`config.mk`:
```
export PLATFORM = sky130hd
export DESIGN_NAME = twelve_wheel_teleprinter_stream_cipher_core
export DESIGN_NICKNAME = d
export VERILOG_FILES = /design/src/design/twc_pkg.sv /design/src/design/twc_front.sv /design/src/design/twc_back.sv /design/src/design/twelve_wheel_teleprinter_stream_cipher_core.sv
export SDC_FILE = /design/constraint.sdc
export NUM_CORES = 1
export LEC_CHECK = 0
export BUFFER_PORTS_ARGS = -buffer_cell sky130_fd_sc_hd__buf_2
export CAP_MARGIN = 30
export CORE_UTILIZATION = 56
export DETAILED_ROUTE_END_ITERATION = 12
export HOLD_SLACK_MARGIN = 0.1
export PLACE_DENSITY = 0.73
export SLEW_MARGIN = 25
export SYNTH_ARGS = -nofsm -noshare
export SYNTH_HDL_FRONTEND = slang
export SYNTH_HIERARCHICAL = 1
export SYNTH_SLANG_ARGS = --single-unit
```
`constraint.sdc`:
```
create_clock -name i_clk -period 9.1 [get_ports i_clk]
set_input_delay 0.91 -clock i_clk [delete_from_list [all_inputs] [get_ports i_clk]]
set_output_delay 0.91 -clock i_clk [all_outputs]
set_load 0.01 [all_outputs]
```
`src/design/twc_pkg.sv`:
```
// Shared types, constants and helper functions for the twelve-wheel stream cipher core.
// No dependencies; imported by twc_front, twc_back and the top level.
`timescale 1ns / 1ps

package twc_pkg;

    localparam int WHEEL_COUNT     = 12;
    localparam int WHEEL_W         = 61;
    localparam int POS_W           = 6;
    localparam int SYM_W           = 6;
    localparam int KEY_W           = 5;
    localparam int MODE_W          = 2;
    localparam int SEL_W           = 4;
    localparam int QUEUE_DEPTH_DEF = 2;

    // wheel numbering: chi1..chi5, mu1, mu2, psi1..psi5
    localparam int WHEEL_CHI0 = 0;
    localparam int WHEEL_MU1  = 5;
    localparam int WHEEL_MU2  = 6;
    localparam int WHEEL_PSI0 = 7;

    localparam logic [POS_W-1:0] WHEEL_LEN [WHEEL_COUNT] = '{
        6'd41, 6'd31, 6'd29, 6'd26, 6'd23, 6'd61,
        6'd37, 6'd43, 6'd47, 6'd51, 6'd53, 6'd59
    };
    localparam int WHEEL_HALF [WHEEL_COUNT] = '{1, 2, 3, 4, 5, 1, 2, 1, 2, 3, 4, 5};

    localparam logic [MODE_W-1:0] MODE_ENC   = 2'd0;
    localparam logic [MODE_W-1:0] MODE_LF    = 2'd1;
    localparam logic [MODE_W-1:0] MODE_START = 2'd2;
    localparam logic [MODE_W-1:0] MODE_LOAD  = 2'd3;

    localparam logic [SYM_W-1:0] LF_CODE = 6'd10;

    typedef logic [2:0] t_opcode;
    localparam t_opcode OP_ENC   = 3'd0;
    localparam t_opcode OP_LF    = 3'd1;
    localparam t_opcode OP_START = 3'd2;
    localparam t_opcode OP_LOAD  = 3'd3;
    localparam t_opcode OP_NOP   = 3'd4;

    typedef struct packed {
        t_opcode              op;
        logic [SYM_W-1:0]     sym;
        logic [SEL_W-1:0]     sel;
        logic [WHEEL_W-1:0]   bits;
    } t_op;

    // square wave with the wheel's half period, cut to its length
    function automatic logic [WHEEL_W-1:0] default_pattern(input int w);
        logic [WHEEL_W-1:0] p;
        int                 cnt;
        logic               ph;
        p   = '0;
        cnt = 0;
        ph  = 1'b0;
        for (int n = 0; n < WHEEL_W; n++) begin
            if (n < int'(WHEEL_LEN[w])) begin
                p[n] = ph;
            end
            cnt = cnt + 1;
            if (cnt == WHEEL_HALF[w]) begin
                cnt = 0;
                ph  = ~ph;
            end
        end
        return p;
    endfunction

    function automatic logic [WHEEL_W-1:0] len_mask(input int w);
        logic [WHEEL_W-1:0] m;
        m = '0;
        for (int n = 0; n < WHEEL_W; n++) begin
            m[n] = (n < int'(WHEEL_LEN[w]));
        end
        return m;
    endfunction

    function automatic logic [POS_W-1:0] advance(input logic [POS_W-1:0] pos, input int w);
        return (pos == WHEEL_LEN[w] - 6'd1) ? '0 : pos + 6'd1;
    endfunction

endpackage

```
`src/design/twc_front.sv`:
```
// Front end: takes input beats, classifies them into operations and queues them.
// Depends on twc_pkg.
`timescale 1ns / 1ps

module twc_front #(
    parameter int QUEUE_DEPTH = twc_pkg::QUEUE_DEPTH_DEF
) (
    input  logic                         i_clk,
    input  logic                         i_rst_n,
    input  logic                         i_valid,
    output logic                         o_ready,
    input  logic [twc_pkg::MODE_W-1:0]   i_mode,
    input  logic [twc_pkg::SYM_W-1:0]    i_symbol_code,
    input  logic [twc_pkg::SEL_W-1:0]    i_wheel_select,
    input  logic [twc_pkg::WHEEL_W-1:0]  i_wheel_bits,
    output logic                         o_q_valid,
    output twc_pkg::t_op                 o_q_op,
    input  logic                         i_q_pop
);
    import twc_pkg::*;

    localparam int PTR_W = (QUEUE_DEPTH > 1) ? $clog2(QUEUE_DEPTH) : 1;
    localparam int CNT_W = $clog2(QUEUE_DEPTH + 1);
    localparam logic [PTR_W-1:0] PTR_LAST = PTR_W'(QUEUE_DEPTH - 1);
    localparam logic [CNT_W-1:0] CNT_FULL = CNT_W'(QUEUE_DEPTH);

    t_op              r_q [QUEUE_DEPTH];
    logic [PTR_W-1:0] r_wr_ptr, n_wr_ptr;
    logic [PTR_W-1:0] r_rd_ptr, n_rd_ptr;
    logic [CNT_W-1:0] r_count, n_count;
    t_op              in_op;
    logic             push;
    logic             pop;

    always_comb begin
        in_op.sym  = i_symbol_code;
        in_op.sel  = i_wheel_select;
        in_op.bits = i_wheel_bits;
        case (i_mode)
            MODE_ENC:   in_op.op = OP_ENC;
            MODE_LF:    in_op.op = OP_LF;
            MODE_START: in_op.op = OP_START;
            MODE_LOAD:  in_op.op = (i_wheel_select < SEL_W'(WHEEL_COUNT)) ? OP_LOAD : OP_NOP;
            default:    in_op.op = OP_NOP;
        endcase
    end

    assign o_ready   = (r_count != CNT_FULL);
    assign push      = i_valid && o_ready;
    assign o_q_valid = (r_count != '0);
    assign pop       = i_q_pop && o_q_valid;
    assign o_q_op    = r_q[r_rd_ptr];

    always_comb begin
        n_wr_ptr = r_wr_ptr;
        n_rd_ptr = r_rd_ptr;
        n_count  = r_count;
        if (push) begin
            n_wr_ptr = (r_wr_ptr == PTR_LAST) ? '0 : r_wr_ptr + PTR_W'(1);
        end
        if (pop) begin
            n_rd_ptr = (r_rd_ptr == PTR_LAST) ? '0 : r_rd_ptr + PTR_W'(1);
        end
        if (push && !pop) begin
            n_count = r_count + CNT_W'(1);
        end else if (pop && !push) begin
            n_count = r_count - CNT_W'(1);
        end
    end

    always_ff @(posedge i_clk) begin
        if (!i_rst_n) begin
            r_wr_ptr <= '0;
            r_rd_ptr <= '0;
            r_count  <= '0;
        end else begin
            r_wr_ptr <= n_wr_ptr;
            r_rd_ptr <= n_rd_ptr;
            r_count  <= n_count;
        end
    end

    always_ff @(posedge i_clk) begin
        if (push) begin
            r_q[r_wr_ptr] <= in_op;
        end
    end

    a_count_bound: assert property (@(posedge i_clk) disable iff (!i_rst_n)
        r_count <= CNT_FULL)
        else $error("queue count beyond depth");

    a_pop_only_when_held: assert property (@(posedge i_clk) disable iff (!i_rst_n)
        i_q_pop |-> r_count != '0)
        else $error("back end popped an empty queue");

    a_count_tracks: assert property (@(posedge i_clk) disable iff (!i_rst_n)
        (push && !pop) |=> r_count == $past(r_count) + CNT_W'(1))
        else $error("queue count missed a push");

endmodule

```
`src/design/twc_back.sv`:
```
// Back end: wheel patterns and positions, key generation and the result register.
// Depends on twc_pkg; fed by twc_front through its operation queue.
`timescale 1ns / 1ps

module twc_back (
    input  logic                         i_clk,
    input  logic                         i_rst_n,
    input  logic                         i_q_valid,
    input  twc_pkg::t_op                 i_q_op,
    output logic                         o_q_pop,
    output logic                         o_valid,
    input  logic                         i_ready,
    output logic [twc_pkg::SYM_W-1:0]    o_code_out,
    output logic                         o_is_line_break
);
    import twc_pkg::*;

    logic [WHEEL_W-1:0] r_pattern [WHEEL_COUNT];
    logic [POS_W-1:0]   r_pos     [WHEEL_COUNT];
    logic [POS_W-1:0]   n_pos     [WHEEL_COUNT];
    logic [POS_W-1:0]   psi_pos   [KEY_W];
    logic [KEY_W-1:0]   chi_bits;
    logic [KEY_W-1:0]   psi_bits;
    logic               mu1_bit;
    logic               mu2_bit;
    logic               has_result;
    logic               r_out_valid, n_out_valid;
    logic [SYM_W-1:0]   r_code;
    logic               r_lf;

    assign has_result = (i_q_op.op == OP_ENC) || (i_q_op.op == OP_LF);
    assign o_q_pop    = i_q_valid && (!has_result || !r_out_valid || i_ready);

    always_comb begin
        mu1_bit = r_pattern[WHEEL_MU1][r_pos[WHEEL_MU1]];
        mu2_bit = r_pattern[WHEEL_MU2][r_pos[WHEEL_MU2]];
        for (int w = 0; w < KEY_W; w++) begin
            // wheel 1 lands in the key MSB
            chi_bits[KEY_W-1-w] = r_pattern[WHEEL_CHI0+w][r_pos[WHEEL_CHI0+w]];
            psi_pos[w] = mu2_bit ? advance(r_pos[WHEEL_PSI0+w], WHEEL_PSI0+w)
                                 : r_pos[WHEEL_PSI0+w];
            psi_bits[KEY_W-1-w] = r_pattern[WHEEL_PSI0+w][psi_pos[w]];
        end
    end

    always_comb begin
        for (int w = 0; w < WHEEL_COUNT; w++) begin
            n_pos[w] = r_pos[w];
        end
        if (o_q_pop) begin
            case (i_q_op.op)
                OP_ENC: begin
                    for (int w = 0; w < KEY_W; w++) begin
                        n_pos[WHEEL_CHI0+w] = advance(r_pos[WHEEL_CHI0+w], WHEEL_CHI0+w);
                        n_pos[WHEEL_PSI0+w] = psi_pos[w];
                    end
                    n_pos[WHEEL_MU1] = advance(r_pos[WHEEL_MU1], WHEEL_MU1);
                    if (mu1_bit) begin
                        n_pos[WHEEL_MU2] = advance(r_pos[WHEEL_MU2], WHEEL_MU2);
                    end
                end
                OP_LF: begin
                    for (int w = 0; w < KEY_W; w++) begin
                        n_pos[WHEEL_CHI0+w] = advance(advance(r_pos[WHEEL_CHI0+w],
                                                              WHEEL_CHI0+w), WHEEL_CHI0+w);
                    end
                    n_pos[WHEEL_MU1] = advance(advance(r_pos[WHEEL_MU1], WHEEL_MU1),
                                               WHEEL_MU1);
                end
                OP_START: begin
                    for (int w = 0; w < WHEEL_COUNT; w++) begin
                        n_pos[w] = '0;
                    end
                end
                default: begin
                end
            endcase
        end
    end

    always_comb begin
        n_out_valid = r_out_valid && !i_ready;
        if (o_q_pop && has_result) begin
            n_out_valid = 1'b1;
        end
    end

    always_ff @(posedge i_clk) begin
        if (!i_rst_n) begin
            r_out_valid <= 1'b0;
            for (int w = 0; w < WHEEL_COUNT; w++) begin
                r_pos[w]     <= '0;
                r_pattern[w] <= default_pattern(w);
            end
        end else begin
            r_out_valid <= n_out_valid;
            for (int w = 0; w < WHEEL_COUNT; w++) begin
                r_pos[w] <= n_pos[w];
                if (o_q_pop && i_q_op.op == OP_LOAD && i_q_op.sel == SEL_W'(w)) begin
                    r_pattern[w] <= i_q_op.bits & len_mask(w);
                end
            end
        end
    end

    // result payload: load on a result-bearing pop
    always_ff @(posedge i_clk) begin
        if (o_q_pop && has_result) begin
            if (i_q_op.op == OP_LF) begin
                r_code <= LF_CODE;
                r_lf   <= 1'b1;
            end else begin
                r_code <= i_q_op.sym ^ {1'b0, chi_bits ^ psi_bits};
                r_lf   <= 1'b0;
            end
        end
    end

    assign o_valid         = r_out_valid;
    assign o_code_out      = r_code;
    assign o_is_line_break = r_lf;

    function automatic logic positions_ok(input logic [POS_W-1:0] p [WHEEL_COUNT]);
        logic ok;
        ok = 1'b1;
        for (int w = 0; w < WHEEL_COUNT; w++) begin
            ok = ok && (p[w] < WHEEL_LEN[w]);
        end
        return ok;
    endfunction

    a_pos_in_range: assert property (@(posedge i_clk) disable iff (!i_rst_n)
        positions_ok(r_pos))
        else $error("wheel position beyond wheel length");

    a_lf_code: assert property (@(posedge i_clk) disable iff (!i_rst_n)
        (r_out_valid && r_lf) |-> r_code == LF_CODE)
        else $error("line break beat carries wrong code");

    a_start_zeroes: assert property (@(posedge i_clk) disable iff (!i_rst_n)
        (o_q_pop && i_q_op.op == OP_START) |=> r_pos[WHEEL_MU2] == '0 && r_pos[WHEEL_PSI0] == '0)
        else $error("start message left a position set");

    a_no_overwrite: assert property (@(posedge i_clk) disable iff (!i_rst_n)
        (r_out_valid && !i_ready) |-> !(o_q_pop && has_result))
        else $error("result overwritten before it was taken");

endmodule

```
`src/design/twelve_wheel_teleprinter_stream_cipher_core.sv`:
```
// Top level of the twelve-wheel teleprinter stream cipher core.
// Depends on twc_pkg, twc_front and twc_back.
`timescale 1ns / 1ps

// Takes one item per clock while o_ready is high and, for symbol and line-break
// items, returns one result beat through the queue and then the result register
// when the output side is ready. Each item executes in the back end as it is
// popped, and all wheel positions that it moves are updated together; a short
// queue (QUEUE_DEPTH entries) separates input acceptance from execution, so stalls
// on the output side back up into the queue before o_ready drops. Start-message and
// load-pattern items give no result but still pass through the back end in order.
// Wheel patterns reset to the default alternating patterns and all positions to zero.
module twelve_wheel_teleprinter_stream_cipher_core #(
    parameter int QUEUE_DEPTH = twc_pkg::QUEUE_DEPTH_DEF
) (
    input  logic                         i_clk,
    input  logic                         i_rst_n,
    input  logic                         i_valid,
    output logic                         o_ready,
    input  logic [twc_pkg::MODE_W-1:0]   i_mode,
    input  logic [twc_pkg::SYM_W-1:0]    i_symbol_code,
    input  logic [twc_pkg::SEL_W-1:0]    i_wheel_select,
    input  logic [twc_pkg::WHEEL_W-1:0]  i_wheel_bits,
    output logic                         o_valid,
    input  logic                         i_ready,
    output logic [twc_pkg::SYM_W-1:0]    o_code_out,
    output logic                         o_is_line_break
);
    import twc_pkg::*;

    logic q_valid;
    t_op  q_op;
    logic q_pop;

    twc_front #(
        .QUEUE_DEPTH (QUEUE_DEPTH)
    ) u_front (
        .i_clk          (i_clk),
        .i_rst_n        (i_rst_n),
        .i_valid        (i_valid),
        .o_ready        (o_ready),
        .i_mode         (i_mode),
        .i_symbol_code  (i_symbol_code),
        .i_wheel_select (i_wheel_select),
        .i_wheel_bits   (i_wheel_bits),
        .o_q_valid      (q_valid),
        .o_q_op         (q_op),
        .i_q_pop        (q_pop)
    );

    twc_back u_back (
        .i_clk           (i_clk),
        .i_rst_n         (i_rst_n),
        .i_q_valid       (q_valid),
        .i_q_op          (q_op),
        .o_q_pop         (q_pop),
        .o_valid         (o_valid),
        .i_ready         (i_ready),
        .o_code_out      (o_code_out),
        .o_is_line_break (o_is_line_break)
    );

endmodule
```
## After elaboration in Yosys (flattened, before gate mapping)

Memory sizes are Yosys's and may differ from the RTL's. A register that Yosys moved wholly into a read port is not among the register bits.
Index checks and enable logic that the tools add are counted.

| word-level totals | value |
|---|---|
| bits in registers | 84 |
| RAM bits | 880 |
| output and inout bits | 9 |
| logic and storage cells | 2244 |
| memories kept | 2 |

| cells by class | value |
|---|---|
| add/subtract/negate cells | 269 |
| $lt $le $gt $ge | 13 |
| eq/ne operators | 288 |
| mux-type cells | 1355 |
| bitwise logic cells | 261 |
| reductions and logical operators | 38 |

Memories:

| memory | words | bits a word | rd ports | clocked after memory_dff | write ports | RTL line | RTL |
|---|---|---|---|---|---|---|---|
| u_back.r_pattern | 12 | 61 | 12 | 0 | 12 | twc_back.sv:18 | `logic [WHEEL_W-1:0] r_pattern [WHEEL_COUNT];` |
| u_front.r_q | 2 | 74 | 1 | 1 | 1 | twc_front.sv:27 | `t_op r_q [QUEUE_DEPTH];` |

Operator list:

| kind | number |
|---|---|
| 32-bit two-way mux | 493 |
| 32-bit by 2-bit adder with 32-bit output (second input constant) | 247 |
| 32-bit by 4-bit equality test with 1-bit output (second input constant) | 101 |
| 32-bit by 3-bit equality test with 1-bit output (second input constant) | 91 |
| 32-bit by 2-bit equality test with 1-bit output (second input constant) | 59 |
| 1-bit two-way mux | 808 |
| 61-bit two-way mux | 12 |
| 1-bit NOT | 247 |
| 6-bit two-way mux | 24 |
| 6-bit by 1-bit adder with 6-bit output (second input constant) | 18 |
| 36-bit one-hot mux with 3 select lines | 1 |
| 6-bit by 7-bit less-than comparator with 1-bit output (second input constant) | 12 |
| 1-bit binary-select mux with 6-bit select | 12 |
| 36-bit one-hot mux with 2 select lines | 1 |
| 6-bit equality test (second input constant) | 10 |
| 6-bit by 5-bit equality test with 1-bit output (second input constant) | 8 |
| 1-bit logical AND | 20 |
| 4-bit by 3-bit equality test with 1-bit output (second input constant) | 4 |
| 4-bit equality test (second input constant) | 4 |
| 1-bit bitwise OR | 12 |
| 3-bit one-hot mux with 4 select lines | 1 |
| 4-bit by 2-bit equality test with 1-bit output (second input constant) | 2 |
| 3-bit by 2-bit equality test with 1-bit output (second input constant) | 2 |
| 2-bit nonzero test | 3 |
| 22 further kinds | 32 |

## Depth between registers and ports, before layout

Gate-level depths: netlist of the first run.

| logic depth | value |
|---|---|
| word-level depth | 238 |
| gate-level depth with buffers | 17 |
| depth with buffers taken out | 13 |

## Cells and area by module

The synthesis of the first run kept the hierarchy.

By module, submodules not included:

| module | times used | cells an instance | area each (um^2) | sequential area each (um^2) |
|---|---|---|---|---|
| twc_back | 1 | 2465 | 28777.6 | 16716.0 |
| twc_front | 1 | 260 | 5604.1 | 4544.4 |

## Least setup slack after synthesis of the first run

Ideal clock, no wire load.

| timing path | value |
|---|---|
| kind | register to register |
| start point | register (tool-made name) |
| end point | memory u_back.r_pattern[7][15], in the netlist u_back/r_pattern[0][442] (enable) |
| arrival | 5777 ps |
| slack | 2766 ps |
| stages on the path, launching flop included | 9 |
| clock period less this slack | 6334 ps |
| path through | dfxtp_1 -> buf_2 -> buf_4 -> mux2_2 -> clkbuf_1 -> nor2b_1 -> and3_1 -> nand3_1 -> o21ai_0 |

RTL lines:

| what | RTL line |
|---|---|
| end: declaration | twc_back.sv:18 |

## Worst setup path in the final report of the first run

| timing path | value |
|---|---|
| start point | register u_back/r_pos[30] (netlist name) |
| end point | register u_back.r_code[2], in the netlist u_back/o_code_out[2] (data pin) |

| on the way | value |
|---|---|
| word-level cells in the longest chain between the ends | 7 |

RTL lines:

| what | RTL line | RTL |
|---|---|---|
| start: declaration | twc_back.sv:19 | `logic [POS_W-1:0] r_pos [WHEEL_COUNT];` |
| start signal: indexed assignment | twc_back.sv:98 | `r_pos[w] <= n_pos[w];` |
| 1-bit binary-select mux with 6-bit select | twc_back.sv:36 | `mu2_bit = r_pattern[WHEEL_MU2][r_pos[WHEEL_MU2]];` |
| 1-bit two-way mux (not written as such) | twc_back.sv:36 |  |
| 6-bit two-way mux | twc_back.sv:40 | `psi_pos[w] = mu2_bit ? advance(r_pos[WHEEL_PSI0+w], WHEEL_PSI0+w)` |
| 1-bit binary-select mux with 6-bit select | twc_back.sv:42 | `psi_bits[KEY_W-1-w] = r_pattern[WHEEL_PSI0+w][psi_pos[w]];` |
| 1-bit two-way mux (not written as such) | twc_back.sv:42 |  |
| 5-bit XOR | twc_back.sv:113 | `r_code <= i_q_op.sym ^ {1'b0, chi_bits ^ psi_bits};` |
| 6-bit by 5-bit XOR with 6-bit output | twc_back.sv:113 |  |
| end signal: assignment | twc_back.sv:113 |  |
| end: declaration | twc_back.sv:28 | `logic [SYM_W-1:0] r_code;` |

Every way passes these cells. The select of a mux whose other input is x is not followed.
A chain may end at the register's enable or synchronous reset.

==> results by group, run 1 <==
Outcome
  • Outcome: complete, no violations

Worst setup path
  • Startpoint Class: flip-flop
  • RR Endpoint: u_back/o_code_out[2]$_SDFFCE_PP0P_
  • Worst flop-to-flop path startpoint: u_back/r_pos[30]$_SDFFE_PN0P_
  • CP Class: flip-flop to flip-flop
  • Max incr delay on CP: 700 ps
  • R2R cell count: 12
  • Worst Setup End Kind: flip-flop
  • Data arrival, critical path: 6020 ps
  • Req. time, crit path: 9460 ps
  • Critical path's slowest cell: dfxtp_2
  • Max Fanout on Critical Path: 40
  • Most Frequent Cell on Critical Path: mux2_2
  • Crit-path cells: mux2i_1, mux4_2, a31oi_4, a31o_2, buf_4, mux2_2, mux2_2, o2111a_1, a2111oi_0, a22oi_1, a21oi_1, nor3b_2
  • R2R setup slack: 3430 ps

Power
  • Pleak: 12.6 nW
  • Overall Power: slightly above 10 mW
  • Max VDD drop: 0.278 mV
  • Power Density: 270 nW/µm²

Timing
  • Max_slew headroom: 26.2%
  • Max Fclk: 176 MHz
  • Slack of the critical path: 3430 ps
  • Slew of the pin with the lowest slew margin: 1100 ps
  • Hold Fails Final Rpt: 0
  • Worst hold slack: 472 ps
  • Setup Total Neg Slack: 0 ps
  • Clock Skew: 24.6 ps
  • Final setup fails: 0
  • Fin crit share: between 60 and 70%
  • RSZ-0062 raised after global routing: no
  • Max-slew violations: 0
  • Final Critical Period: 5670 ps

Hold path
  • HP Class: primary input to flip-flop
  • Worst Hold Path EP: u_front/r_q[0][65]$_DFFE_PP_
  • Hold path start: i_symbol_code[0]
  • Hold path depth: 1

Yosys
  • Syn Inst Count: 2725
  • Area share of the largest cell type after synthesis: 57.3%
  • YS warnings: 6
  • Synth unique cells: 91
  • Yosys reg bits: approximately 730
  • Post-Syn Area per Cell: ~13 µm²
  • Main synth FF type: edfxtp_1
  • Synth area leaders: edfxtp_1, dfxtp_1, mux4_2, nor2_1, or3_1
  • Mapped Nets: about 2800
  • Post-synth EDFFs: ~660
  • Sequential area share after synthesis: 61.8%
  • Ys async rst share: 0%
  • Mapped cell area: between 30000 and 40000 µm²
  • Area leader, netlist: edfxtp_1

Clock tree
  • Clk_lat worst skew: 620 ps
  • CTS tree: built
  • Resized cells post-CTS: 0
  • Root Driver: clkbuf_16
  • CTS Buf Count: between 70 and 80
  • Max Root-Sink Buffers: 3
  • CTS Hold Bufs: 0
  • Clock-pin slew on the worst setup and hold paths: 60 ps
  • TritonCTS Sinks: 734
  • Htree depth: 3
  • Post-CTS Setup Inserts: 0

Finish
  • Ratio of cells with drive above 1 in the final layout: between 10% and 20%
  • Area growth, synth to finish: 10.7%
  • Final Core Density: 62.9%
  • Design area: 38100 µm²
  • Nets: 2870
  • Cell Count, Final, Fillers Out: between 3000 and 4000

Route
  • DR iter-0 viols: approximately 3300
  • Post-route ant nets: 0
  • WL per Instance: 27.6 µm
  • Remaining DRCs: 0
  • Drt via density: roughly 6.6
  • Total routed wirelength: 99.8 mm
  • First-pass DRT Iterations: 8
  • Vias after detailed routing: 23900

Die
  • Site Rows: 90
  • I/O Pins: 86
  • Die footprint: 62400 µm²
  • Die Span X: between 200 and 250 µm
  • Core area: 60500 µm²
  • Die height: 250 µm
  • Initial Utilization: about 57%

GRT
  • Gr ovfl total: 0
  • Vias in the first global route: 22400
  • GR Util All Layers: 32.0%
  • Largest net degree at the start of global routing: 98
  • First-pass GRT wire length: 145 mm
  • Number of antenna violations at the first check in global routing: 10

Placed design
  • DP Wirelength: ~64 mm
  • Pre-CTS WS: 3170 ps
  • DP Area: around 35000 µm²
  • GPL Wtd Cong: approximately 0.95
  • I/O Buffers: 85
  • DP Cell Count: 3455

Run
  • Max-cap violations: 0
[placed cells by master (no fill, tap or decap), types with 60 or more instances in the layout]
master / count
edfxtp_1: 656
nor2_1: 349
nand2_1: 199
or3_1: 172
inv_1: 96
mux2i_1: 94
buf_2: 86
mux2_2: 86
clkbuf_16: 76
dfxtp_1: 75
mux4_2: 69
nand3_1: 65
a21oi_1: 60
[synthesized netlist by cell type (all sizes together), types with 6 or more instances]
cell	count
a21oi	62
o22ai	7
a22oi	36
xor2	25
nand3	66
clkbuf	129
a31oi	15
nand2	205
dfxtp	78
nand4	21
a311oi	8
and2	24
a41oi	6
a2111oi	9
a211o	6
or3	172
ha	37
mux2	88
or2	6
nor2	353
buf	46
mux2i	95
o31ai	8
nor3b	6
nor3	39
nor4	10
nor2b	15
nand2b	46
mux4	69
edfxtp	656
a22o	6
a211oi	45
o211ai	16
inv	98
and3	35
xnor2	19
a221oi	25
a21o	8
o21ai	65
[worst max-delay path by stage]
stage	from	to	slack, ps	cells after the start
2_1_floorplan	flip-flop	u_back/r_pattern[0][442]$_SDFFCE_PN0P_	2770	8
3_3_place_gp	u_back/r_pos[30]$_SDFFE_PN0P_	u_back/o_code_out[0]$_SDFFCE_PP0P_	3470	12
3_5_place_dp	u_back/r_pos[30]$_SDFFE_PN0P_	u_back/o_code_out[2]$_SDFFCE_PP0P_	3170	12
4_1_cts	u_back/r_pos[30]$_SDFFE_PN0P_	u_back/o_code_out[2]$_SDFFCE_PP0P_	3160	12
5_1_grt	u_back/r_pos[30]$_SDFFE_PN0P_	u_back/o_code_out[2]$_SDFFCE_PP0P_	3150	12
6_report	u_back/r_pos[30]$_SDFFE_PN0P_	u_back/o_code_out[2]$_SDFFCE_PP0P_	3430	12
[critical path, delay by kind of cell, from the launching register on]
kind / cells / cell delay, ps
flip-flops: 1 / 700
buffers and inverters: 1 / 540
AND/OR/NAND/NOR: 1 / 60
multiplexers: 4 / 1790
AO/OA/AOI/OAI: 6 / 2280
[power breakdown]
group	switching [mW]	total (mW)	internal, mW
logic	1.82	2.74	0.915
registers	0.319	4.32	4.00
clock network	1.32	3.20	1.88
[flip-flops by register name, summed over array words and instances (netlist names), named ones only]
name and count:
u_back/r_pattern 501, u_back/r_pos 72, u_back/o_is_line_break 1, u_front/r_wr_ptr 1, u_front/r_q 148, u_back/o_code_out 6
u_front/r_count 2, u_back/o_valid 1, u_front/r_rd_ptr 1
[cell type report]
class	count	area, µm²
clock inverter	49	573
clock buffer	90	1970
sequential	734	21300
tap	782	978
timing repair buffer	129	830
inverter	99	377
fill	4368	22400
antenna	14	35.0
multi-input combinational	1717	12000
[logic make-up (layout without fill, tap and decap cells)]
family / after synthesis / after routing / share of synthesized area [%]
AO/OA/AOI/OAI: 369 / 369 / 7.78
buffers and inverters: 274 / 367 / 3.41
flip-flops: 734 / 734 / 61.8
adder cells (fa/ha/maj): 37 / 37 / 1.35
other: 0 / 14 / 0
XOR/XNOR: 44 / 44 / 1.12
AND/OR/NAND/NOR: 1015 / 1015 / 14.3
multiplexers: 252 / 252 / 10.2
[metal layers]
metal | track usage (%) | wire length, µm | vias up
li1 | - | - | 10300
met1 | 43.6 | 37800 | 11800
met2 | 49.3 | 46000 | 1545
met3 | 6.64 | 11200 | 278
met4 | 15.1 | 4710 | 4
met5 | 0 | 28 | -
No activity file was read; power rests on OpenSTA's default activity.
==> run 2: changes to the inputs <==
==> constraint.sdc (replaced) <==
create_clock -name i_clk -period 5.7 [get_ports i_clk]
set_input_delay 0.57 -clock i_clk [delete_from_list [all_inputs] [get_ports i_clk]]
set_output_delay 0.57 -clock i_clk [all_outputs]
set_load 0.01 [all_outputs]
==> run 2 against run 1 <==
  * Cell count barely moved
  * Maximum frequency is 15% higher
  * Non-clock buffer count increased by 8
  * Flip-flop and latch count stayed put
  * Critical path depth is 1 higher
  * Critical endpoint unchanged
  * Count of clock-buffer cells in the layout down 3
  * Cell area up 0.36%
  * Die area unchanged
==> results by group, run 2 (synthesized netlist as in run 1, its figures left out) <==
Worst setup path
  • Req. time, crit path: 6060 ps (was 9460 ps)
  • Worst flop-to-flop path startpoint: u_back/r_pos[30]$_SDFFE_PN0P_ (unchanged)
  • Critical path's slowest cell: mux2_2 (was dfxtp_2)
  • Worst Setup End Kind: flip-flop (unchanged)
  • CP Class: flip-flop to flip-flop (unchanged)
  • Max incr delay on CP: 730 ps (was 700 ps)
  • R2R setup slack: 780 ps (was 3430 ps)
  • R2R cell count: 13 (was 12)
  • Startpoint Class: flip-flop (unchanged)
  • Top delay family on crit path: compound AO/OA/AOI/OAI gates (unchanged)
  • RR Endpoint: u_back/o_code_out[2]$_SDFFCE_PP0P_ (unchanged)
  • CP bufs+invs: 2 (was 1)
  • Data arrival, critical path: 5280 ps (was 6020 ps)
  • Crit-path cells: buf_4, mux2i_1, mux4_2, a22oi_4, buf_4, a31o_2, mux2_2, mux2_2, o2111a_1, a2111oi_0, a22oi_1, a21oi_1, nor3b_2 (was mux2i_1, mux4_2, a31oi_4, a31o_2, buf_4, mux2_2, mux2_2, o2111a_1, a2111oi_0, a22oi_1, a21oi_1, nor3b_2)
  • Max Fanout on Critical Path: 26 (was 40)

Finish
  • Most common cell after layout, fill and taps aside: edfxtp_1 (unchanged)
  • Most frequent cells in the layout: edfxtp_1, nor2_1, nand2_1 (unchanged)
  • Area growth, synth to finish: 11.1% (was 10.7%)
  • Ratio of cells with drive above 1 in the final layout: 16.0% (about the same)
  • Largest regs: u_back/r_pattern (501), u_front/r_q (148), u_back/r_pos (72) (unchanged)
  • Largest register FFs: 501 (unchanged)
  • Cell Count, Final, Fillers Out: 3611 (was 3614)
  • Design area: 38200 µm² (was 38100 µm²)
  • Nets: 2879 (was 2870)
  • Largest Register: u_back/r_pattern (unchanged)

Clock tree
  • Resized cells post-CTS: 0 (unchanged)
  • CTS Buf Count: 76 (was 75)
  • TritonCTS Sinks: 734 (unchanged)
  • CTS tree: built (unchanged)
  • CTS Hold Bufs: 0 (unchanged)
  • Root Driver: clkbuf_16 (unchanged)
  • Clk_lat worst skew: 630 ps (was 620 ps)
  • Clock-pin slew on the worst setup and hold paths: 60 ps (about the same)
  • Htree depth: 3 (unchanged)
  • Post-CTS Setup Inserts: 0 (unchanged)
  • Max Root-Sink Buffers: 3 (unchanged)

Die
  • Core area: 60500 µm² (unchanged)
  • Die height: 250 µm (unchanged)
  • Die footprint: 62400 µm² (unchanged)
  • Die Span X: 250 µm (unchanged)
  • I/O Pins: 86 (unchanged)
  • Initial Utilization: 56.9% (unchanged)
  • Site Rows: 90 (unchanged)

GRT
  • Vias in the first global route: 22400 (about the same)
  • Largest net degree at the start of global routing: 105 (was 98)
  • Number of antenna violations at the first check in global routing: 14 (was 10)
  • First-pass GRT wire length: 144 mm (was 145 mm)
  • Gr ovfl total: 0 (unchanged)
  • GR Util All Layers: 31.8% (was 32.0%)

Timing
  • Fin crit share: 86.2% (was 62.3%)
  • Setup Total Neg Slack: 0 ps (unchanged)
  • Slew of the pin with the lowest slew margin: 1060 ps (was 1100 ps)
  • Max_slew headroom: 29.1% (was 26.2%)
  • Final Critical Period: 4920 ps (was 5670 ps)
  • Max Fclk: 203 MHz (was 176 MHz)
  • Hold Fails Final Rpt: 0 (unchanged)
  • Final setup fails: 0 (unchanged)
  • Max-slew violations: 0 (unchanged)
  • Clock Skew: 22.2 ps (was 24.6 ps)
  • RSZ-0062 raised after global routing: no (unchanged)

Route
  • WL per Instance: 27.6 µm (about the same)
  • Remaining DRCs: 0 (unchanged)
  • First-pass DRT Iterations: 6 (was 8)
  • Drt via density: 6.60 (was 6.62)
  • Total routed wirelength: 99.5 mm (was 99.8 mm)
  • DR iter-0 viols: 3094 (was 3328)
  • Vias after detailed routing: 23800 (was 23900)
  • Post-route ant nets: 0 (unchanged)

Placed design
  • DP Area: 35400 µm² (about the same)
  • DP Cell Count: 3462 (was 3455)
  • DP Wirelength: 64.8 mm (was 64.4 mm)
  • I/O Buffers: 85 (unchanged)
  • GPL Wtd Cong: 0.936 (was 0.946)

Outcome
  • Outcome: complete, no violations (unchanged)

Power
  • Max VDD drop: 0.405 mV (was 0.278 mV)
  • Overall Power: 16.5 mW (was 10.3 mW)
  • Pleak: 12.7 nW (was 12.6 nW)
  • Power Density: 431 nW/µm² (was 270 nW/µm²)

Hold path
  • Hold path start: i_wheel_bits[27] (was i_symbol_code[0])
  • Worst Hold Path EP: u_front/r_q[1][27]$_DFFE_PP_ (was u_front/r_q[0][65]$_DFFE_PP_)
  • Hold path depth: 1 (unchanged)
  • HP Class: primary input to flip-flop (unchanged)

Run
  • Max-cap violations: 0 (unchanged)
## run 2: cell count changes in the layout (fill, tap and decap cells not counted), moves of 4 or more
cell      previous run  this run
diode_2             14         3
clkinv_1            11        21
buf_4               33        42
clkbuf_1            12         8
## run 2: area by class of cell
class,instances,area [µm²]
Fill cell,4373,22300
Sequential cell,734,21300
Multi-Input combinational cell,1717,12000
Clock buffer,87,2010
Tap cell,782,978
Timing Repair Buffer,137,946
Clock inverter,52,584
Inverter,99,377
Antenna cell,3,7.51
## run 2: per-stage QoR
stage                     utilization [%]  worst slack, ps  hold WS [ps]
after floorplan                         -              961           498
after global placement               58.5              808           523
after detailed placement             58.6              684           543
after CTS                            62.9              659           107
after global routing                 63.1              609           122
final                                63.2              785           132
## run 2: how the worst max path moves through the flow
stage | cells after the start | from | endpoint
floorplan | 8 | flip-flop | u_back/r_pattern[0][442]$_SDFFCE_PN0P_
global placement | 10 | u_back/r_pos[31]$_SDFFE_PN0P_ | u_back/o_code_out[3]$_SDFFCE_PP1P_
detailed placement | 10 | u_back/r_pos[31]$_SDFFE_PN0P_ | u_back/o_code_out[3]$_SDFFCE_PP1P_
CTS | 11 | u_back/r_pos[31]$_SDFFE_PN0P_ | u_back/o_code_out[3]$_SDFFCE_PP1P_
global route | 11 | u_back/r_pos[31]$_SDFFE_PN0P_ | u_back/o_code_out[2]$_SDFFCE_PP0P_
finish | 13 | u_back/r_pos[30]$_SDFFE_PN0P_ | u_back/o_code_out[2]$_SDFFCE_PP0P_
## run 2: routing by layer
layer / global-route usage (%) / wire length [µm] / up-vias
met3: 5.59 / 11000 / 225
li1: - / - / 10300
met4: 17.5 / 5410 / 0
met5: 0 / 0 / -
met1: 43.6 / 37800 / 11800
met2: 48.3 / 45300 / 1482
## run 2: where the power goes
part | switching [mW] | internal (mW)
Clock | 2.10 | 3.08
Sequential | 0.466 | 6.39
Combinational | 2.95 | 1.49
Total | 5.51 | 11.0
